==> config.mk <==
export PLATFORM = sky130hd
export DESIGN_NAME = qdwtm_queue
export DESIGN_NICKNAME = d
export VERILOG_FILES = /design/src/design/qdwtm_pkg.sv /design/src/design/qdwtm_queue.sv
export SDC_FILE = /design/constraint.sdc
export NUM_CORES = 1
export LEC_CHECK = 0
export BUFFER_PORTS_ARGS = -buffer_cell sky130_fd_sc_hd__buf_2
export CAP_MARGIN = 0
export CORE_UTILIZATION = 40
export DETAILED_ROUTE_END_ITERATION = 10
export PLACE_DENSITY_LB_ADDON = 0.15
export SYNTH_ARGS = -nofsm -noshare
export SYNTH_HDL_FRONTEND = slang
export SYNTH_SLANG_ARGS = --single-unit
==> constraint.sdc <==
create_clock -name clk -period 2.8 [get_ports clk]
set_clock_uncertainty 0.05 [all_clocks]
set_input_delay 0.56 -clock clk [delete_from_list [all_inputs] [get_ports clk]]
set_output_delay 0.56 -clock clk [all_outputs]
set_load 0.1 [all_outputs]
==> src/design/qdwtm_pkg.sv <==
// ----------------------------------------------------------------------------
// qdwtm_pkg
// Shared widths, register codes and types for the depthwise tap MAC with
// requantization.
// ----------------------------------------------------------------------------
`default_nettype none

package qdwtm_pkg;

  localparam int TAPS     = 9;
  localparam int TapCntW  = (TAPS > 1) ? $clog2(TAPS) : 1;

  localparam int ByteW    = 8;
  localparam int AccW     = 32;
  localparam int MultW    = 31;
  localparam int ShiftW   = 5;
  localparam int ProdW    = AccW + MultW;     // signed acc * unsigned multiplier
  localparam int RndW     = AccW + 2;         // rounded value before the shift

  localparam int CfgIdxW  = 3;
  localparam int CfgDataW = 32;

  localparam int QDepth   = 2;
  localparam int QPtrW    = (QDepth > 1) ? $clog2(QDepth) : 1;
  localparam int QCntW    = $clog2(QDepth + 1);

  typedef enum logic [CfgIdxW-1:0] {
    CFG_KZP      = 3'd0,
    CFG_MULT     = 3'd1,
    CFG_SHIFT    = 3'd2,
    CFG_OZP      = 3'd3,
    CFG_CLAMP_LO = 3'd4,
    CFG_CLAMP_HI = 3'd5
  } cfg_idx_t;

  typedef struct packed {
    logic [ByteW-1:0]  kzp;
    logic [MultW-1:0]  mult;
    logic [ShiftW-1:0] shift;
    logic [ByteW-1:0]  ozp;
    logic [ByteW-1:0]  clamp_lo;
    logic [ByteW-1:0]  clamp_hi;
  } cfg_t;

  typedef struct packed {
    logic full;
    logic not_empty;
  } q_stat_t;

endpackage

`default_nettype wire

==> src/design/qdwtm_queue.sv <==
// ----------------------------------------------------------------------------
// qdwtm_queue
// Short register queue of channel sums between the front end and the
// requantization pipeline.
// ----------------------------------------------------------------------------
`default_nettype none

module qdwtm_queue
  import qdwtm_pkg::*;
(
  input  wire logic            clk,
  input  wire logic            rst_n,
  input  wire logic            push,
  input  wire logic [AccW-1:0] push_data,
  input  wire logic            pop,
  output      logic [AccW-1:0] pop_data,
  output      q_stat_t         stat
);

  logic [AccW-1:0]  mem_r [QDepth];
  logic [QPtrW-1:0] wr_ptr_r, wr_ptr_nxt;
  logic [QPtrW-1:0] rd_ptr_r, rd_ptr_nxt;
  logic [QCntW-1:0] cnt_r, cnt_nxt;
  logic             do_push, do_pop;

  assign do_push = push && (cnt_r != QCntW'(QDepth));
  assign do_pop  = pop && (cnt_r != '0);

  always_comb begin
    wr_ptr_nxt = wr_ptr_r;
    rd_ptr_nxt = rd_ptr_r;
    cnt_nxt    = cnt_r;
    if (do_push) begin
      wr_ptr_nxt = (wr_ptr_r == QPtrW'(QDepth - 1)) ? '0 : wr_ptr_r + 1'b1;
    end
    if (do_pop) begin
      rd_ptr_nxt = (rd_ptr_r == QPtrW'(QDepth - 1)) ? '0 : rd_ptr_r + 1'b1;
    end
    if (do_push && !do_pop) begin
      cnt_nxt = cnt_r + 1'b1;
    end else if (do_pop && !do_push) begin
      cnt_nxt = cnt_r - 1'b1;
    end
  end

  always_ff @(posedge clk) begin
    if (!rst_n) begin
      wr_ptr_r <= '0;
      rd_ptr_r <= '0;
      cnt_r    <= '0;
    end else begin
      wr_ptr_r <= wr_ptr_nxt;
      rd_ptr_r <= rd_ptr_nxt;
      cnt_r    <= cnt_nxt;
    end
  end

  always_ff @(posedge clk) begin
    if (do_push) begin
      mem_r[wr_ptr_r] <= push_data;
    end
  end

  assign pop_data       = mem_r[rd_ptr_r];
  assign stat.full      = (cnt_r == QCntW'(QDepth));
  assign stat.not_empty = (cnt_r != '0);

endmodule

`default_nettype wire

==> reports/qor.yml <==
status: "finished clean"
via_per_inst: 4.81
tritoncts: "built"
wire_per_inst_um: 15.6
path_cells: "buf_4 > mux2_1 > buf_12"
synth_cells: 125
start_kind: "flop"
synthDistinctLibCells: 22
tns_ps: 0
cap_violations: 0
syn_to_final_growth_pct: 43.5
min_from: "push_data[18]"
start_util: 0.421
timing.rr.start: "cnt_r[0]"
ys_warn_count: 0
nets: 240
antenna_cells: 0
core_um2: 6030
cp_max_fo: 32
grt_pass1_wl_mm: 6.94
fin_crit_ps: 2220
crit_path_end_kind: "primary output"
drc: 0
hold_depth: 1
syn_area_um2: 2540
antenna_found_initial: 0
r2r_slack_ps: 1050
grt_usage: 0.148
routed_wl_mm: 4.40
detail-route-antenna-nets: 0
fmax_mhz: 450
rows: 28
final-hold-violation-count: 0
cts_buffers: 9
r2r-end: "mem_r[1][4]"
critical_path_depth: 3
ff2ff_path_depth: 2
insertion_delay_ps: 330
die_area_um2: 6670
min_to: "mem_r[0][18]"
cp_num_buf_inv: 2
clockBufferDepth: 2
cts-htree-levels: 3
synth_area_leader_cell: "edfxtp_1"
dp.final_hpwl_mm: 3.07
worstMarginPinSlew_ps: 752
cts-root-buf: "clkbuf_8"
path_class: "flop to primary output"
ios: 70
portBuffers: 69
drive_above_1_share: 0.548
yosysSeqAreaShare: 0.796
rsz0062_at_grt: "false"
post_cts_buffers: 0
gp_congestion: 0.708
grt_overflow_total: 0
syn_avg_cell_area_um2: 20.3
first_pass_iters: 4
drt-initial-drc-count: 38
die_h_um: 81.7
postCtsHoldBufs: 0
vias: 1360
cp_slowest_stage_delay_ps: 410
synth_top_area_share: 0.757
clk_pin_slew_ps: 70
synth_area_leaders: "edfxtp_1 76%, mux2_2 12%, dfxtp_1 3.9%"
clock_sinks: 69
dieWidth_um: 81.7
synth_nets: 162
min_path_type: "input pin to flop"
cp_top_family: "buffers and inverters"
grt_pass1_vias: 1503
setup_viol: 0
ys_ff_latch: 69
grt_max_degree: 33
cp_slowest_cell: "mux2_1"
cts_resized: 0
slew_headroom: 0.499
required_ps: 2190
cp.arrival_ps: 1610
period_share: 0.793
maxSlewViolCount: 0
==> synth_stat cells <==
library cell / n
edfxtp_1: 64
mux2_2: 27
dfxtp_1: 5
mux2_1: 5
buf_2: 4
and2_1: 3
xnor2_1: 2
a21boi_0: 1
a21boi_1: 1
and3_1: 1
ha_1: 1
inv_1: 1
inv_2: 1
nand2b_1: 1
nor2_1: 1
nor3_2: 1
o21a_1: 1
o21ai_0: 1
o21ai_1: 1
or2_2: 1
or3_1: 1
xor2_1: 1
==> final cells by class <==
cell class,instances,area (um2)
fill,486,2380
sequential,69,2020
timing repair buffer,71,841
multi-input combinational,50,497
clock buffer,10,128
tap,75,93.8
clock inverter,6,53.8
inverter,2,7.51
==> registers in the layout, summed over array words and instances (netlist names), named ones only <==
| register | flops |
|---|---|
| rd_ptr_r | 1 |
| cnt_r | 2 |
| wr_ptr_r | 1 |
| mem_r | 64 |
==> worst max-delay path by stage <==
| stage | end | start | slack (ps) |
|---|---|---|---|
| after CTS | pop_data[31] | flop | 540 |
| final | pop_data[31] | flop | 580 |
| after detailed placement | pop_data[31] | flop | 920 |
| after global routing | pop_data[31] | flop | 500 |
| after global placement | pop_data[18] | flop | 930 |
| after floorplan | mem_r[0][0] | cnt_r[0] | 230 |
==> stage by stage <==
stage | setup WS (ps) | hold slack, ps | std cells | instance area [um2] | utilization
after global routing | 495 | 351 | 283 | 3640 | 0.604
after CTS | 537 | 349 | 283 | 3640 | 0.604
after global placement | 931 | 437 | 267 | 3460 | 0.574
final | 580 | 364 | 283 | 3640 | 0.604
after detailed placement | 917 | 470 | 267 | 3460 | 0.574
after floorplan | 234 | 429 | 125 | 2540 | -
==> layout by cell type, fill, tap and decap left out <==
master and count:
edfxtp_1 64, buf_2 37, buf_12 32, mux2_2 27, clkbuf_8 9, mux2_1 5
dfxtp_1 5, and2_1 3, clkinv_1 3, xnor2_1 2, buf_4 2, inv_1 1
nand2b_1 1, inv_2 1, nor2_1 1, or2_2 1, o21ai_1 1, and3_2 1
nor3_4 1, a21boi_0 1, o21a_1 1, xor2_1 1, o21ai_0 1, or3_1 1
a21boi_1 1, ha_1 1, clkinv_2 1, clkbuf_1 1, clkinvlp_4 1, bufinv_16 1
==> cell families after synthesis <==
kind of cell,Yosys count,share of synthesized area
AOI/OAI and AO/OA,5,0.0128
xor gates and xnor gates,3,0.0104
adders and majority gates,1,0.00493
buffers and inverters,6,0.0108
DFF,69,0.796
muxes,32,0.142
and+or+nand+nor,9,0.0227
==> metal layers <==
| layer | wire [um] | up-vias | global-route usage |
|---|---|---|---|
| li1 | - | 640 | - |
| met4 | 99 | 0 | 0.0947 |
| met3 | 277 | 8 | 0.0389 |
| met2 | 2360 | 43 | 0.256 |
| met5 | 0 | - | 0 |
| met1 | 1670 | 669 | 0.161 |
Power is not shown: default switching activity piles up to over one toggle a cycle in this logic, so the estimate is an artifact.
