$ cat config.mk
export PLATFORM = sky130hd
export DESIGN_NAME = qdwtm_front
export DESIGN_NICKNAME = d
export VERILOG_FILES = /design/src/design/qdwtm_pkg.sv /design/src/design/qdwtm_front.sv
export SDC_FILE = /design/constraint.sdc
export NUM_CORES = 1
export LEC_CHECK = 0
export ABC_AREA = 1
export BUFFER_PORTS_ARGS = -buffer_cell sky130_fd_sc_hd__buf_2
export CORE_MARGIN = 1
export CORE_UTILIZATION = 60
export DETAILED_ROUTE_END_ITERATION = 6
export PLACE_DENSITY_LB_ADDON = 0.2
export SLEW_MARGIN = 20
export SYNTH_ARGS = -nofsm -noshare
export SYNTH_HDL_FRONTEND = slang
export SYNTH_SLANG_ARGS = --single-unit
$ cat constraint.sdc
create_clock -name clk -period 7.87 [get_ports clk]
set_input_delay 0 -clock clk [delete_from_list [all_inputs] [get_ports clk]]
set_output_delay 0 -clock clk [all_outputs]
set_load 0.05 [all_outputs]
$ cat src/design/qdwtm_pkg.sv
// ----------------------------------------------------------------------------
// qdwtm_pkg
// Shared widths, register codes and types for the depthwise tap MAC with
// requantization.
// ----------------------------------------------------------------------------
`default_nettype none

package qdwtm_pkg;

  localparam int TAPS     = 9;
  localparam int TapCntW  = (TAPS > 1) ? $clog2(TAPS) : 1;

  localparam int ByteW    = 8;
  localparam int AccW     = 32;
  localparam int MultW    = 31;
  localparam int ShiftW   = 5;
  localparam int ProdW    = AccW + MultW;     // signed acc * unsigned multiplier
  localparam int RndW     = AccW + 2;         // rounded value before the shift

  localparam int CfgIdxW  = 3;
  localparam int CfgDataW = 32;

  localparam int QDepth   = 2;
  localparam int QPtrW    = (QDepth > 1) ? $clog2(QDepth) : 1;
  localparam int QCntW    = $clog2(QDepth + 1);

  typedef enum logic [CfgIdxW-1:0] {
    CFG_KZP      = 3'd0,
    CFG_MULT     = 3'd1,
    CFG_SHIFT    = 3'd2,
    CFG_OZP      = 3'd3,
    CFG_CLAMP_LO = 3'd4,
    CFG_CLAMP_HI = 3'd5
  } cfg_idx_t;

  typedef struct packed {
    logic [ByteW-1:0]  kzp;
    logic [MultW-1:0]  mult;
    logic [ShiftW-1:0] shift;
    logic [ByteW-1:0]  ozp;
    logic [ByteW-1:0]  clamp_lo;
    logic [ByteW-1:0]  clamp_hi;
  } cfg_t;

  typedef struct packed {
    logic full;
    logic not_empty;
  } q_stat_t;

endpackage

`default_nettype wire

$ cat src/design/qdwtm_front.sv
// ----------------------------------------------------------------------------
// qdwtm_front
// Tap front end: takes one tap per beat, multiplies and accumulates, and
// pushes the finished channel sum into the queue on the last tap.
// ----------------------------------------------------------------------------
`default_nettype none

module qdwtm_front
  import qdwtm_pkg::*;
(
  input  wire logic                   clk,
  input  wire logic                   rst_n,
  input  wire logic                   in_valid,
  output      logic                   in_stall,
  input  wire logic [ByteW-1:0]       in_pixel,
  input  wire logic [ByteW-1:0]       in_weight,
  input  wire logic signed [AccW-1:0] in_bias,
  input  wire logic [ByteW-1:0]       kzp,
  input  wire q_stat_t                q_stat,
  output      logic                   q_push,
  output      logic [AccW-1:0]        q_data
);

  logic [TapCntW-1:0]    tap_cnt_r, tap_cnt_nxt;
  logic [AccW-1:0]       acc_r, acc_nxt;
  logic                  last_tap;
  logic                  accept;
  logic signed [ByteW:0] wt_c;
  logic signed [2*ByteW+1:0] prod_c;

  assign last_tap = (tap_cnt_r == TapCntW'(TAPS - 1));

  // Only the last tap needs a queue slot; earlier taps are always taken.
  assign in_stall = q_stat.full && last_tap;
  assign accept   = in_valid && !in_stall;

  always_comb begin
    wt_c   = $signed({1'b0, in_weight}) - $signed({1'b0, kzp});
    prod_c = $signed({1'b0, in_pixel}) * wt_c;
    if (tap_cnt_r == '0) begin
      acc_nxt = in_bias + AccW'(prod_c);
    end else begin
      acc_nxt = acc_r + AccW'(prod_c);
    end
    if (last_tap) begin
      tap_cnt_nxt = '0;
    end else begin
      tap_cnt_nxt = tap_cnt_r + 1'b1;
    end
  end

  assign q_push = accept && last_tap;
  assign q_data = acc_nxt;

  always_ff @(posedge clk) begin
    if (!rst_n) begin
      tap_cnt_r <= '0;
      acc_r     <= '0;
    end else if (accept) begin
      tap_cnt_r <= tap_cnt_nxt;
      acc_r     <= acc_nxt;
    end
  end

endmodule

`default_nettype wire

==> flow_summary.toml, run 1 <==
[placement]
io_buffers = 93
gp_congestion = 0.932
pre_cts_slack_ps = 272
dp_hpwl_um = 19900
placed_area_mm2 = 0.00932

[grt]
use_met2 = 0.577
grt-ovfl-total = 0
busiest_layer = "met2"
grt_pass1_wl_um = 39200
grt_pass1_vias = 8593
grt_max_degree = 47
grt_antenna_before_repair = 0
gr-usage-met1 = 0.428
grt_usage = 0.334
gr-usage-met3 = 0.0337

[critical_path]
worst-path-max-fanout = 5
cp-start-kind = "input pin"
crit_path_end_kind = "primary output"
crit_type = "in2out"
cp.required_ps = 7870
crit_top_cell = "nand2_1"
cp.arrival_ps = 7390
cpPeakStageDelay_ps = 560
reg2reg_slack_ps = 5120
reg2reg_depth = 10
cp_slowest_cell = "fa_1"
r2r-end = "tap_cnt_r[3]"
regToRegStartpoint = "tap_cnt_r[0]"

[synthesis]
ys_seq_area_frac = 0.0835
synth-simple-area-share = 0.368
synth-xor-area-share = 0.0252
syn-cell-area_mm2 = 0.00863
synth_top_family_by_area = "simple AND/OR/NAND/NOR gates"
syn_nets = 1664
synth_fa_ha_area_frac = 0.288
syn-instance-count = 1432
synth_warnings = 0
syn_avg_cell_area_um2 = 6.02
ys_types = 41
ys_seq_elements = 36
synth_compound_area_frac = 0.123
synth.area.mux_share = 0

[layout]
design_area_mm2 = 0.00960
final_cell_mix = "nand2_1 (387), inv_1 (230), nor2_1 (192), ha_1 (125), nand3_1 (112)"
final_common_cell = "nand2_1"
drive_gt1_frac = 0.110
area_growth_syn_to_layout_pct = 11.2
diodes = 0
nets = 1764
regArea_um2 = 721
fill_cells = 1349
multi_input_area_mm2 = 0.00700

[cts]
cts_buffer_depth = 2
clkSinkCount = 36
root_buffer = "clkbuf_16"
clk_pin_slew_worst_paths_ps = 70
numCtsBuffers = 5
cts_tree = "done"
h-tree-depth = 2
clk_latency_ps = 300

[die]
coreArea_mm2 = 0.0139
die_w_um = 122
start_util = 0.619
die_area_mm2 = 0.0149
pin_count = 95
die_height_um = 122
rows = 43

[timing]
period_needed_ps = 7390
slew_headroom = 0.310
report.final.slew_viol_count = 0
worst_pin_slew_ps = 1030
whs_ps = 8.58
finClkSkew_ps = 10.6
finalCritPeriodShare = 0.939
rsz0062_at_grt = "false"
finalSetupViolCount = 0
timing.fmax_mhz = 135
setup_ws_ps = 482
finalHoldViolCount = 0
setup_tns_ps = 0

[detailed_routing]
drt-pass1-iter-count = 5
route.detailed.drc = 0
wl_per_cell_um = 14.0
drt_wl_total_um = 24000
post_drt_via_cell_ratio = 5.42
ant_nets = 0
vias = 9280
drt-initial-drc-count = 565

[worst_hold_path]
worstHoldPathCells = 3
min_from = "in_valid"
hold_end = "tap_cnt_r[0]"
min_path_type = "in2reg"

[run]
drv_cap = 0

[run_status]
outcome = "finished clean"
layer usage:
metal | share of wire | vias up
met5 | 0 | -
met4 | 0.032 | 0
met3 | 0.053 | 47
met2 | 0.47 | 251
met1 | 0.44 | 4217
li1 | - | 4765
timing repair:
item                                    in CTS  in global routing
hold buffers                                 1                  0
hold endpoints to repair                     2                  0
resized for setup                            0                 20
endpoints found under the setup margin       0                 17
buffers inserted                             0                  4
worst max-delay path: cells and delay by family:
family | cells | cell delay (ps)
AO/OA/AOI/OAI | 9 | 1500
XOR/XNOR | 2 | 590
adder cells (fa/ha/maj) | 9 | 3890
buffers and inverters | 6 | 560
AND/OR/NAND/NOR | 8 | 840
Yosys cell counts:
master / instances / share of area
o21bai_2: 1 / 0.0013
inv_2: 7 / 0.0030
nand4_1: 9 / 0.0065
o21ai_0: 38 / 0.022
nor2_1: 196 / 0.085
nor4_2: 1 / 0.0015
a21oi_2: 4 / 0.0041
and2_1: 3 / 0.0022
xnor2_1: 9 / 0.0091
nand3_1: 112 / 0.065
a31o_2: 1 / 0.0010
nor3_1: 6 / 0.0035
o2bb2ai_1: 1 / 0.0010
fa_1: 46 / 0.11
or2_1: 3 / 0.0022
nand2_2: 7 / 0.0051
o21ai_1: 26 / 0.015
and2_4: 1 / 0.0010
buf_2: 11 / 0.0064
nor2_2: 5 / 0.0036
a21o_1: 12 / 0.010
or2_4: 1 / 0.0010
a31oi_1: 3 / 0.0022
o21bai_1: 11 / 0.0096
nand2_1: 390 / 0.17
dfxtp_1: 36 / 0.084
inv_1: 232 / 0.10
o21a_1: 4 / 0.0035
o21ai_2: 2 / 0.0020
a21oi_1: 88 / 0.051
nor2_4: 1 / 0.0013
or2_0: 2 / 0.0015
nor3_2: 3 / 0.0035
and3_1: 1 / 0.00073
clkbuf_1: 4 / 0.0017
nand3b_1: 9 / 0.0078
nand3_2: 5 / 0.0058
ha_1: 125 / 0.18
xor2_2: 1 / 0.0019
xor2_1: 14 / 0.014
or2_2: 1 / 0.00073
cells by family after synthesis:
group / Yosys count
AOI/OAI and AO/OA: 191
adders and majority gates: 171
and+or+nand+nor: 756
xor gates and xnor gates: 24
buffers and inverters: 254
DFF: 36
area by class of cell:
type                       count  area share
timing repair buffer         107      0.0608
multi-input combinational   1143       0.730
tap                          180      0.0235
inverter                     239      0.0935
clock buffer                   5      0.0130
clock inverter                 3     0.00443
sequential                    36      0.0751
through the flow:
step / instances / util
floorplan: 1432 / -
global placement: 1699 / 0.669
detailed placement: 1699 / 0.669
CTS: 1708 / 0.682
global route: 1713 / 0.689
finish: 1713 / 0.689
flip-flops by register name (all words and copies together), names as in the netlist:
register and flops:
acc_r 32, tap_cnt_r 4
how the worst max path moves through the flow:
stage	startpoint	to	slack [ps]	cells past startpoint
after floorplan	in_weight[0]	acc_r[20]	790	36
after global placement	in_weight[0]	q_data[30]	310	37
after detailed placement	in_weight[0]	q_data[30]	270	37
after CTS	in_weight[0]	q_data[30]	240	36
after global routing	in_weight[0]	q_data[30]	6	38
final	in_weight[0]	q_data[14]	480	34
Power of run 1 is not shown: default switching activity piles up to over one toggle a cycle in this logic, so the estimate is an artifact.
==> run 2, diff against run 1 <==
Settings changed: CTS_CLUSTER_SIZE from default to 40, PLACE_DENSITY from default to 0.81, PLACE_DENSITY_LB_ADDON 0.2 to default.
==> run 2 against run 1 <==
  * Die area unchanged
  * Via count increased by 0.53%
  * Non-clock buffer count unchanged
  * Final cell count unchanged
  * Worst setup slack got worse by 24 ps
  * Critical endpoint is now q_data[30]
==> flow_summary.toml, run 2 (synthesized netlist as in run 1, its figures left out) <==
[run_status]
outcome = "finished clean"

[cts]
numCtsBuffers = 5
clk_latency_ps = 300
cts_buffer_depth = 2
clk_pin_slew_worst_paths_ps = 60
clkSinkCount = 36
h-tree-depth = 2
cts_tree = "done"
root_buffer = "clkbuf_16"

[detailed_routing]
post_drt_via_cell_ratio = 5.45
drt_wl_total_um = 23900
drt-pass1-iter-count = 6
ant_nets = 0
vias = 9329
drt-met1-wl_um = 10200
top_layer = "met4"
wl_met3_um = 1520
route.detailed.drc = 0
met2WireLength_um = 11400
wl_per_cell_um = 13.9
drt-initial-drc-count = 643

[placement]
dp_hpwl_um = 19900
io_buffers = 93
placed_area_mm2 = 0.00934
gp_congestion = 0.993

[layout]
area_growth_syn_to_layout_pct = 11.0
design_area_mm2 = 0.00958
final_cell_mix = "nand2_1 (389), inv_1 (231), nor2_1 (195), ha_1 (125), nand3_1 (112)"
diodes = 0
reg_top3 = "acc_r: 32 flops, tap_cnt_r: 4 flops"
nets = 1764
final_common_cell = "nand2_1"
largest_reg_flops = 32
top_register = "acc_r"
drive_gt1_frac = 0.106

[critical_path]
r2r-end = "tap_cnt_r[3]"
cp.arrival_ps = 7410
cp_slowest_cell = "fa_1"
crit_type = "in2out"
reg2reg_depth = 10
setup.worst_path.end = "q_data[30]"
cpPeakStageDelay_ps = 550
cp-start-kind = "input pin"
regToRegStartpoint = "tap_cnt_r[0]"
cp-startpoint = "in_weight[0]"
crit_path_end_kind = "primary output"
cp.required_ps = 7870
worst-path-max-fanout = 9
crit_top_cell = "fa_1"
reg2reg_slack_ps = 5210

[timing]
setup_tns_ps = 0
finalSetupViolCount = 0
whs_ps = 14.2
period_needed_ps = 7410
worst_pin_slew_ps = 1020
slew_headroom = 0.315
finClkSkew_ps = 3.70
finalCritPeriodShare = 0.942
finalHoldViolCount = 0
report.final.slew_viol_count = 0
timing.fmax_mhz = 135

[die]
die_w_um = 122
pin_count = 95
coreArea_mm2 = 0.0139
start_util = 0.619
die_height_um = 122
die_area_mm2 = 0.0149
rows = 43

[grt]
grt-ovfl-total = 0
grt_pass1_vias = 8384
grt_max_degree = 47
grt_antenna_before_repair = 0
grt_pass1_wl_um = 38500
grt_usage = 0.328

[run]
drv_cap = 0

[worst_hold_path]
min_path_type = "in2reg"
run 2: cell types whose count changed in the layout (fill, tap and decap cells not counted), sizes merged:
| cell | previous run | this run |
|---|---|---|
| clkbuf | 9 | 6 |
| buf | 102 | 105 |
run 2: area by class of cell:
class                   count  area (µm²)
clock buffers               5         125
clock inverters             3        42.5
fillers                  1322        4360
inverters                 239         897
multi-input cells        1143        6990
flip-flops and latches     36         721
well taps                 180         225
repair buffers            107         576
run 2: what timing repair did:
item                                   in CTS  in global routing
setup endpoints to repair                   0                 15
gates resized for setup                     0                 11
buffers inserted                            0                  2
endpoints found under the hold margin       3                  0
hold buffers                                1                  0
run 2: worst min-delay path by stage:
stage | from | end | slack, ps | cells past startpoint
after CTS | in_valid | tap_cnt_r[0] | 9 | 3
after global placement | rst_n | acc_r[0] | 290 | 3
after detailed placement | rst_n | acc_r[0] | 300 | 3
final | in_valid | tap_cnt_r[0] | 10 | 3
after global routing | in_valid | tap_cnt_r[0] | 30 | 3
after floorplan | rst_n | acc_r[0] | 140 | 2
run 2: per-stage QoR:
stage	std cells	setup WS (ps)	util
5_1_grt	1713	-3.84	0.687
3_3_place_gp	1701	388	0.670
3_5_place_dp	1701	311	0.670
6_report	1713	458	0.687
4_1_cts	1710	250	0.683
2_1_floorplan	1432	790	-
run 2: critical path: cells and delay by family:
kind	cells	cell delay (ps)
AO/OA/AOI/OAI	7	1350
XOR/XNOR	1	180
adder cells (fa/ha/maj)	9	3930
buffers and inverters	7	580
AND/OR/NAND/NOR	12	1350
run 2: metal layers:
metal  GRT usage  vias up
li1            -     4771
met1       0.416     4197
met2       0.570      317
met3      0.0426       44
met4       0.112        0
met5           0        -
Power of run 2 is left out for the same reason.
